--- src/dsb_pkg.sv ---
package dsb_pkg;

  localparam int MAX_MICS    = 64;
  localparam int DELAY_DEPTH = 1024;
  localparam int SAMPLE_BITS = 24;

  localparam int MIC_BITS    = $clog2(MAX_MICS);
  localparam int COUNT_BITS  = $clog2(MAX_MICS + 1);
  localparam int DEPTH_BITS  = $clog2(DELAY_DEPTH);
  localparam int STORE_DEPTH = MAX_MICS * DELAY_DEPTH;
  localparam int STORE_BITS  = MIC_BITS + DEPTH_BITS;
  localparam int ACC_BITS    = SAMPLE_BITS + 6;

  localparam int STEP_BITS   = 16;
  localparam int GAIN_BITS   = 16;
  localparam int CFG_BITS    = 16;
  localparam int CFG_ADDR_BITS = 2;

  // Configuration register indexes.
  localparam logic [CFG_ADDR_BITS-1:0] CFG_MIC_COUNT   = 2'd0;
  localparam logic [CFG_ADDR_BITS-1:0] CFG_DELAY_STEP  = 2'd1;
  localparam logic [CFG_ADDR_BITS-1:0] CFG_OUTPUT_GAIN = 2'd2;

  localparam logic [COUNT_BITS-1:0] MIC_COUNT_RESET   = COUNT_BITS'(2);
  localparam logic [GAIN_BITS-1:0]  OUTPUT_GAIN_RESET = GAIN_BITS'(32768);

  // Per-sample tap decision made from the mic index and the steering setup.
  typedef struct packed {
    logic                  keep;   // mic index lies inside the active array
    logic                  last;   // this mic closes the frame
    logic [DEPTH_BITS-1:0] delay;  // tap delay in samples, saturated
  } tap_t;

endpackage

--- src/dsb_delay_calc.sv ---
module dsb_delay_calc (
  input  logic [dsb_pkg::COUNT_BITS-1:0]  mic_count,
  input  logic signed [dsb_pkg::STEP_BITS-1:0] delay_step,
  input  logic [dsb_pkg::MIC_BITS-1:0]    mic_index,
  output dsb_pkg::tap_t                   tap
);

  localparam int PROD_BITS = dsb_pkg::MIC_BITS + dsb_pkg::STEP_BITS;
  localparam int RND_BITS  = PROD_BITS + 1;

  logic [dsb_pkg::COUNT_BITS-1:0] count;
  logic [dsb_pkg::COUNT_BITS-1:0] index_ext;
  logic                           step_neg;
  logic [dsb_pkg::STEP_BITS-1:0]  mag;
  logic [dsb_pkg::MIC_BITS-1:0]   pos;
  logic [PROD_BITS-1:0]           prod;
  logic [RND_BITS-1:0]            rnd;
  logic [RND_BITS-9:0]            whole;

  always_comb begin
    // Clamp the array size to what the store can hold.
    if (mic_count < dsb_pkg::COUNT_BITS'(2)) begin
      count = dsb_pkg::COUNT_BITS'(2);
    end else if (mic_count > dsb_pkg::COUNT_BITS'(dsb_pkg::MAX_MICS)) begin
      count = dsb_pkg::COUNT_BITS'(dsb_pkg::MAX_MICS);
    end else begin
      count = mic_count;
    end

    index_ext = dsb_pkg::COUNT_BITS'(mic_index);
    step_neg  = delay_step[dsb_pkg::STEP_BITS-1];
    // Negating the most negative step wraps to its magnitude as unsigned.
    mag = step_neg ? dsb_pkg::STEP_BITS'(-delay_step) : dsb_pkg::STEP_BITS'(delay_step);
    // A negative step steers the other way: the far end of the array gets no delay.
    pos = step_neg ? dsb_pkg::MIC_BITS'(count - dsb_pkg::COUNT_BITS'(1) - index_ext)
                   : mic_index;

    prod  = PROD_BITS'(pos) * PROD_BITS'(mag);
    rnd   = RND_BITS'(prod) + RND_BITS'(128);
    whole = rnd[RND_BITS-1:8];

    tap.keep = index_ext < count;
    tap.last = index_ext == (count - dsb_pkg::COUNT_BITS'(1));
    if (whole > (RND_BITS-8)'(dsb_pkg::DELAY_DEPTH - 1)) begin
      tap.delay = dsb_pkg::DEPTH_BITS'(dsb_pkg::DELAY_DEPTH - 1);
    end else begin
      tap.delay = dsb_pkg::DEPTH_BITS'(whole);
    end
  end

endmodule

--- config.mk ---
export PLATFORM = sky130hd
export DESIGN_NAME = dsb_delay_calc
export DESIGN_NICKNAME = d
export VERILOG_FILES = /design/src/dsb_pkg.sv /design/src/dsb_delay_calc.sv
export SDC_FILE = /design/constraint.sdc
export NUM_CORES = 1
export LEC_CHECK = 0
export BUFFER_PORTS_ARGS = -buffer_cell sky130_fd_sc_hd__buf_2
export CORE_ASPECT_RATIO = 0.5
export CORE_MARGIN = 3
export CORE_UTILIZATION = 50
export DETAILED_ROUTE_END_ITERATION = 10
export PLACE_DENSITY = 0.76
export RECOVER_POWER = 25
export SYNTH_ARGS = -nofsm -noshare
export SYNTH_HDL_FRONTEND = slang
export SYNTH_SLANG_ARGS = --single-unit
export TNS_END_PERCENT = 100
--- constraint.sdc ---
create_clock -name vclk -period 10.4
set_input_delay 0.52 -clock vclk [all_inputs]
set_output_delay 0.52 -clock vclk [all_outputs]
set_load 0.01 [all_outputs]
==> results of run 1 <==
## logic make-up (layout without fill, tap and decap cells)
family / after synthesis / in the layout
AND/OR/NAND/NOR: 188 / 188
adder cells (fa/ha/maj): 117 / 117
buffers and inverters: 101 / 132
AO/OA/AOI/OAI: 78 / 78
XOR/XNOR: 41 / 41
multiplexers: 4 / 4
## path summary, 6_finish.rpt
path	slack, ns	start	cells after the start	end
max	1.67	mic_count[2]	28	tap[8]
min	1.44	mic_count[6]	4	tap[11]
## layer usage
metal / vias up / GRT usage
li1: 1788 / -
met1: 1734 / 0.308
met2: 114 / 0.347
met3: 4 / 0.00852
met4: 0 / 0.00782
met5: - / 0
## cell usage in the layout (no fill, tap or decap), drive strengths merged, types with 9 or more instances in the layout
cell,n
a21oi,22
buf,44
fa,57
ha,60
inv,86
nand2,59
nand2b,12
nand3,9
nor2,61
o21ai,18
xnor2,19
xor2,22
## cell usage after synthesis, types with 3 or more instances
| master | count | area share |
|---|---|---|
| inv_1 | 85 | 0.076 |
| ha_1 | 60 | 0.18 |
| nor2_1 | 60 | 0.054 |
| nand2_1 | 59 | 0.053 |
| fa_1 | 57 | 0.27 |
| a21oi_1 | 21 | 0.025 |
| xor2_1 | 21 | 0.044 |
| xnor2_1 | 18 | 0.037 |
| o21ai_0 | 15 | 0.018 |
| clkbuf_1 | 11 | 0.0098 |
| nand2b_1 | 11 | 0.016 |
| nand3_1 | 9 | 0.011 |
| nand3b_1 | 8 | 0.014 |
| nor2b_1 | 7 | 0.010 |
| mux2i_1 | 4 | 0.0095 |
| nand4_1 | 4 | 0.0060 |
| o31ai_1 | 4 | 0.0071 |
| a21boi_0 | 3 | 0.0054 |
| a21o_1 | 3 | 0.0054 |
| and2_1 | 3 | 0.0045 |
| buf_6 | 3 | 0.0080 |
| nand4b_1 | 3 | 0.0063 |
| nor3_1 | 3 | 0.0036 |
| o21a_1 | 3 | 0.0054 |
| o21ai_1 | 3 | 0.0036 |
| or2_1 | 3 | 0.0045 |
## area by class of cell
cell class,count,share of cell area
Multi-Input combinational cell,428,0.845
Timing Repair Buffer,46,0.0534
Tap cell,108,0.0300
Inverter,86,0.0717
## metrics by stage
step / cell area, µm² / hold slack, ns / setup WS [ns]
2_1_floorplan: 4200 / 1.22 / 2.50
3_3_place_gp: 4500 / 1.40 / 1.95
3_5_place_dp: 4500 / 1.42 / 1.76
4_1_cts: 4500 / 1.42 / 1.75
5_1_grt: 4500 / 1.51 / 1.12
6_report: 4500 / 1.44 / 1.67
==> flow_metrics.py, run 1 <==
metrics = {
    "drt": {
        "drtIter0Drc": 163,
        "wl_met1_um": 4640,
        "top_layer": "met4",
        "postRouteAntennaNets": 0,
        "finalWirelength_um": 9460,
        "dr.pass1.iters": 5,
        "vias": 3640,
        "remaining_drc_errors": 0,
        "avgViaCountPerCell": 5.45,
        "wl_met3_um": 595,
        "wl_met2_um": 4200,
        "wl_per_cell_um": 14.2,
    },
    "floorplan": {
        "num_io_pins": 41,
        "initial_core_util": 0.544,
        "fp-row-count": 22,
        "core_area_um2": 7730,
        "fp.dieW_um": 136,
        "fp.dieH_um": 70.8,
        "dieArea_um2": 9610,
    },
    "cells_and_area": {
        "seq_area_um2": 0,
        "clkbuf_count": 0,
        "fillers": 700,
        "seq_cell_count": 0,
        "areaGrowthSynthToFinish_pct": 7.05,
        "nets": 708,
        "finalNonFillerCells": 668,
        "fin_util": 0.582,
        "final_layout_size_suffix_gt1_frac": 0.113,
        "num_antenna_cells": 0,
        "multi_input_area_um2": 3800,
    },
    "place": {
        "gp_congestion": 0.914,
        "port_buffers": 41,
        "post-dp-hpwl_um": 8060,
        "dp.cells": 668,
    },
    "logic_synthesis": {
        "synth_top_family_by_area": "adder cells",
        "synthAdderAreaFrac": 0.450,
        "synth-xor-area-share": 0.0890,
        "synth_compound_area_frac": 0.139,
        "synthSimpleGateAreaFrac": 0.217,
        "ys_seq_area_frac": 0,
        "syn_avg_cell_area_um2": 7.95,
        "synth_cell_types": 64,
        "syn_area_um2": 4200,
        "synth_warnings": 0,
        "muxShareOfSynthArea": 0.00952,
        "syn_nets": 675,
        "postSynthCellCount": 529,
    },
    "sta": {
        "period_needed_ns": 8.73,
        "fmax_mhz": 115,
        "finalCritPeriodShare": 0.839,
        "relSlewSlack": 0.547,
        "maxSlewViolCount": 0,
        "tightest_slew_ns": 0.674,
        "hold_violations": 0,
        "setup_violations": 0,
        "grt_setup_unrepaired": "false",
        "tns_ns": 0,
    },
    "worst_setup_path": {
        "slowest_delay_ns": 0.64,
        "cp-start-kind": "input pin",
        "end_kind": "output pin",
        "cp.buffers_inverters": 5,
        "cp.required_ns": 9.88,
        "cp_top_family": "compound AO/OA/AOI/OAI gates",
        "crit_arrival_ns": 8.21,
        "cp_max_fo": 16,
        "critPathKind": "input pin to output pin",
        "crit_slowest_cell": "a2111oi_4",
    },
    "clock_network": {
        "post-cts-setup-buffers": 0,
        "holdBufCountCts": 0,
        "ctsResizeCount": 0,
    },
    "global_route": {
        "grt_max_degree": 24,
        "grt_use_total": 0.205,
        "grt_overflow": 0,
        "grt_pass1_vias": 3599,
        "antenna_found_initial": 0,
        "grt_pass1_wl_um": 16600,
    },
    "hold_path": {
        "min_path_type": "input pin to output pin",
    },
    "flow_run": {
        "drv_cap": 0,
    },
    "outcome": {
        "status": "finished clean",
    },
}
Power of run 1 is not shown: default switching activity piles up to over one toggle a cycle in this logic, so the estimate is an artifact.
==> run 2, diff against run 1 <==
--- a/config.mk
+++ b/config.mk
@@ -5,12 +5,13 @@
 export SDC_FILE = /design/constraint.sdc
 export NUM_CORES = 1
 export LEC_CHECK = 0
+export ABC_AREA = 1
 export BUFFER_PORTS_ARGS = -buffer_cell sky130_fd_sc_hd__buf_2
 export CORE_ASPECT_RATIO = 0.5
 export CORE_MARGIN = 3
 export CORE_UTILIZATION = 50
 export DETAILED_ROUTE_END_ITERATION = 10
-export PLACE_DENSITY = 0.76
+export PLACE_DENSITY = 0.79
 export RECOVER_POWER = 25
 export SYNTH_ARGS = -nofsm -noshare
 export SYNTH_HDL_FRONTEND = slang
==> constraint.sdc (replaced) <==
create_clock -name vclk -period 7.64
set_input_delay 0.382 -clock vclk [all_inputs]
set_output_delay 0.382 -clock vclk [all_outputs]
set_load 0.01 [all_outputs]
==> run 2 against run 1 <==
Global-route usage grew 0.059 points. Critical path depth is 8 higher. Synthesized cell count increased by 18%. Cell area up 2.7%.
==> flow_metrics.py, run 2 <==
metrics = {
    "cells_and_area": {
        "areaGrowthSynthToFinish_pct": 8.87,
        "nets": 810,
        "final_layout_size_suffix_gt1_frac": 0.122,
        "num_antenna_cells": 0,
        "final_cell_mix": "150 x inv_1, 122 x nand2_1, 76 x nor2_1",
        "clkbuf_count": 0,
        "seq_cell_count": 0,
        "final_common_cell": "inv_1",
        "seq_area_um2": 0,
        "finalNonFillerCells": 774,
    },
    "global_route": {
        "grt_use_total": 0.205,
        "grt_pass1_vias": 3628,
        "antenna_found_initial": 0,
        "grt_overflow": 0,
        "grt_max_degree": 20,
        "grt_pass1_wl_um": 16500,
    },
    "logic_synthesis": {
        "synth_area_leaders": "fa_1 27%, ha_1 18%, inv_1 13%",
        "syn_nets": 769,
        "synth_commonest_cells": "150 x inv_1, 123 x nand2_1, 76 x nor2_1, 60 x ha_1, 57 x fa_1",
        "syn_avg_cell_area_um2": 6.81,
        "yosysTopAreaCell": "fa_1",
        "postSynthCellCount": 623,
        "synth_cell_types": 37,
        "synth_warnings": 0,
        "ys_seq_area_frac": 0,
        "yosysMostFrequentCell": "inv_1",
        "netlist.area_leader.share": 0.269,
        "syn_area_um2": 4240,
    },
    "worst_setup_path": {
        "end_kind": "output pin",
        "cp-start-kind": "input pin",
        "critPathKind": "input pin to output pin",
        "cp_max_fo": 8,
        "crit_slowest_cell": "fa_1",
        "cp.required_ns": 7.26,
        "crit_arrival_ns": 6.70,
        "crit_path_frequent_cell": "nand2_1",
        "slowest_delay_ns": 0.55,
    },
    "sta": {
        "relSlewSlack": 0.700,
        "finalCritPeriodShare": 0.927,
        "setup_violations": 0,
        "maxSlewViolCount": 0,
        "tns_ns": 0,
        "hold_violations": 0,
        "tightest_slew_ns": 0.449,
        "period_needed_ns": 7.08,
        "fmax_mhz": 141,
    },
    "drt": {
        "remaining_drc_errors": 0,
        "dr.pass1.iters": 4,
        "wl_per_cell_um": 12.8,
        "vias": 3819,
        "finalWirelength_um": 9870,
        "postRouteAntennaNets": 0,
        "drtIter0Drc": 319,
        "avgViaCountPerCell": 4.93,
    },
    "floorplan": {
        "fp.dieH_um": 71.1,
        "initial_core_util": 0.523,
        "num_io_pins": 41,
        "core_area_um2": 8120,
        "dieArea_um2": 9700,
        "fp-row-count": 23,
        "fp.dieW_um": 136,
    },
    "flow_run": {
        "drv_cap": 0,
    },
    "place": {
        "dp.cells": 770,
        "post-dp-hpwl_um": 8710,
        "gp_congestion": 0.950,
        "port_buffers": 41,
    },
    "outcome": {
        "status": "finished clean",
    },
    "hold_path": {
        "min_path_type": "input pin to output pin",
    },
}
## run 2: changes by cell type in the layout (fill, tap and decap cells not counted), moves of 9 or more
cell	delta
nand2b_1	-11
nand2_1	+63
inv_1	+65
nand3_1	+15
xnor2_1	-14
nand2_2	+9
nor2_1	+16
## run 2: layout make-up
cell class | count | area, µm²
fillers | 779 | 3490
well taps | 112 | 140
repair buffers | 46 | 240
inverters | 154 | 578
multi-input cells | 462 | 3660
## run 2: worst paths after layout
check  slack (ns)  cells past startpoint         start      end
max          0.56                     36  mic_count[5]   tap[6]
min          1.24                      4  mic_count[5]  tap[10]
## run 2: routing by layer
metal | wire length, µm | vias up | global-route usage
met5 | 0 | - | 0
met4 | 73 | 0 | 0.0201
met3 | 796 | 7 | 0.0305
met2 | 4100 | 127 | 0.320
met1 | 4900 | 1713 | 0.314
li1 | - | 1972 | -
## run 2: through the flow
step / cell area [µm²] / hold WS (ns) / worst slack (ns) / utilization
detailed placement: 4560 / 1.16 / 0.206 / 0.562
finish: 4620 / 1.24 / 0.556 / 0.569
floorplan: 4240 / 0.871 / 1.01 / -
global route: 4620 / 1.33 / -0.00330 / 0.569
CTS: 4560 / 1.16 / 0.189 / 0.562
global placement: 4560 / 1.16 / 0.350 / 0.562
## run 2: worst max-delay path, delay by kind of cell
kind,cells,cell delay (ns)
adder cells (fa/ha/maj),7,2.94
buffers and inverters,6,0.49
AO/OA/AOI/OAI,5,0.87
XOR/XNOR,2,0.32
AND/OR/NAND/NOR,16,1.66
## run 2: cell families (layout without fill, tap and decap cells)
| kind of cell | Yosys count | after routing | synth area share |
|---|---|---|---|
| adders and majority gates | 117 | 117 | 0.446 |
| and+or+nand+nor | 263 | 264 | 0.274 |
| xor gates and xnor gates | 28 | 28 | 0.0596 |
| buffers and inverters | 162 | 200 | 0.147 |
| AOI/OAI and AO/OA | 53 | 53 | 0.0740 |
## run 2: what timing repair did
action / CTS / global route
endpoints found under the hold margin: 0 / 0
setup buffers: 0 / 3
resized for setup: 0 / 8
setup endpoints to repair: 0 / 10
hold buffers: 0 / 0
Power of run 2 is left out for the same reason.
==> run 3, diff against run 2 <==
--- a/config.mk
+++ b/config.mk
@@ -11,7 +11,7 @@
 export CORE_MARGIN = 3
 export CORE_UTILIZATION = 50
 export DETAILED_ROUTE_END_ITERATION = 10
-export PLACE_DENSITY = 0.79
+export PLACE_DENSITY = 0.76
 export RECOVER_POWER = 25
 export SYNTH_ARGS = -nofsm -noshare
 export SYNTH_HDL_FRONTEND = slang
==> constraint.sdc (replaced) <==
create_clock -name vclk -period 6.73
set_input_delay 0.3365 -clock vclk [all_inputs]
set_output_delay 0.3365 -clock vclk [all_outputs]
set_load 0.01 [all_outputs]
==> run 3 against run 2 <==
Worst hold slack got worse by 0.094 ns. Die area unchanged. Critical path depth is 2 lower. Flip-flop and latch count unchanged. Setup slack worse by 0.44 ns. Sequential share of layout area stayed put. Core utilization rose by 15 points. Critical path type unchanged.
==> flow_metrics.py, run 3 (synthesis gave the netlist of run 2 again) <==
metrics = {
    "outcome": {
        "status": "finished clean",
    },
    "place": {
        "port_buffers": 41,
        "gp_congestion": 0.952,
        "post_dp_cell_area_um2": 4900,
        "post-dp-hpwl_um": 9300,
        "dp.cells": 816,
        "dp_slack_ns": -0.262,
    },
    "floorplan": {
        "fp-row-count": 23,
        "fp.dieH_um": 71.1,
        "fp.dieW_um": 136,
        "core_area_um2": 8120,
        "num_io_pins": 41,
        "dieArea_um2": 9700,
        "initial_core_util": 0.523,
    },
    "drt": {
        "finalWirelength_um": 12900,
        "avgViaCountPerCell": 5.26,
        "vias": 4379,
        "remaining_drc_errors": 0,
        "wl_per_cell_um": 15.4,
        "postRouteAntennaNets": 0,
        "dr.pass1.iters": 5,
        "drtIter0Drc": 299,
    },
    "sta": {
        "period_needed_ns": 6.62,
        "fmax_mhz": 151,
        "tightest_slew_ns": 0.455,
        "hold_violations": 0,
        "finalCritPeriodShare": 0.983,
        "relSlewSlack": 0.696,
        "setup_slack_ns": 0.111,
        "setup_violations": 0,
        "grt_setup_unrepaired": "true",
        "maxSlewViolCount": 0,
    },
    "worst_setup_path": {
        "critPathKind": "input pin to output pin",
        "crit_arrival_ns": 6.28,
        "cp.required_ns": 6.39,
        "end_kind": "output pin",
        "slowest_delay_ns": 0.56,
        "cp_max_fo": 5,
        "cp-start-kind": "input pin",
        "crit_slowest_cell": "fa_1",
    },
    "hold_path": {
        "min_path_type": "input pin to output pin",
    },
    "cells_and_area": {
        "final_cell_mix": "138 x inv_1, 105 x nand2_1, 66 x nor2_1",
        "final_common_cell": "inv_1",
        "seq_cell_count": 0,
        "nets": 869,
        "areaGrowthSynthToFinish_pct": 38.1,
        "clkbuf_count": 0,
        "seq_area_um2": 0,
        "finalNonFillerCells": 833,
        "num_antenna_cells": 0,
        "final_layout_size_suffix_gt1_frac": 0.338,
        "final_area_um2": 5860,
    },
    "global_route": {
        "grt_pass1_vias": 4235,
        "grt_overflow": 0,
        "grt_pass1_wl_um": 19400,
        "grt_max_degree": 20,
        "grt_use_total": 0.241,
        "antenna_found_initial": 0,
    },
    "clock_network": {
        "holdBufCountCts": 0,
    },
    "flow_run": {
        "drv_cap": 0,
    },
}
[run 3: cell types whose count changed in the layout (fill, tap and decap cells not counted), moves of 12 or more]
cell / delta
buf_4: +50
ha_1: -23
ha_4: +23
buf_6: +18
nand2_1: -17
inv_1: -12
inv_2: +12
nand3_1: -12
[run 3: path summary, 6_finish.rpt]
kind	from	cells past startpoint	slack, ns	endpoint
setup / recovery	mic_count[4]	34	0.11	tap[9]
hold / removal	mic_count[6]	4	1.15	tap[11]
[run 3: critical path, delay by kind of cell]
kind,cells,cell delay [ns]
adder cells (fa/ha/maj),7,2.48
AND/OR/NAND/NOR,8,0.73
buffers and inverters,8,0.83
AO/OA/AOI/OAI,8,1.33
XOR/XNOR,3,0.56
[run 3: area by class of cell]
class	count	area, µm²
fillers	606	2250
inverters	154	582
multi-input cells	463	4350
well taps	112	140
repair buffers	104	787
[run 3: per-layer routing]
| metal | share of wire | global-route usage | wire, µm | up-vias |
|---|---|---|---|---|
| met5 | 0 | 0 | 0 | - |
| met4 | 0.018 | 0.0223 | 229 | 0 |
| met3 | 0.057 | 0.0170 | 730 | 28 |
| met2 | 0.48 | 0.414 | 6120 | 192 |
| met1 | 0.45 | 0.351 | 5780 | 2067 |
| li1 | - | - | - | 2092 |
[run 3: timing repair]
action,4_1_cts,5_1_grt
gates resized for setup,42,122
cloned,2,2
pin swaps,25,87
setup buffers,4,10
setup endpoints to repair,10,10
[run 3: per-stage QoR]
step                      hold slack [ns]  setup TNS (ns)  utilization
after CTS                            1.14               0        0.646
after floorplan                     0.780               0            -
after detailed placement             1.13           -2.51        0.604
after global routing                 1.17           -1.98        0.722
final                                1.15               0        0.722
after global placement               1.13           -1.23        0.604
Power of run 3 is left out for the same reason.
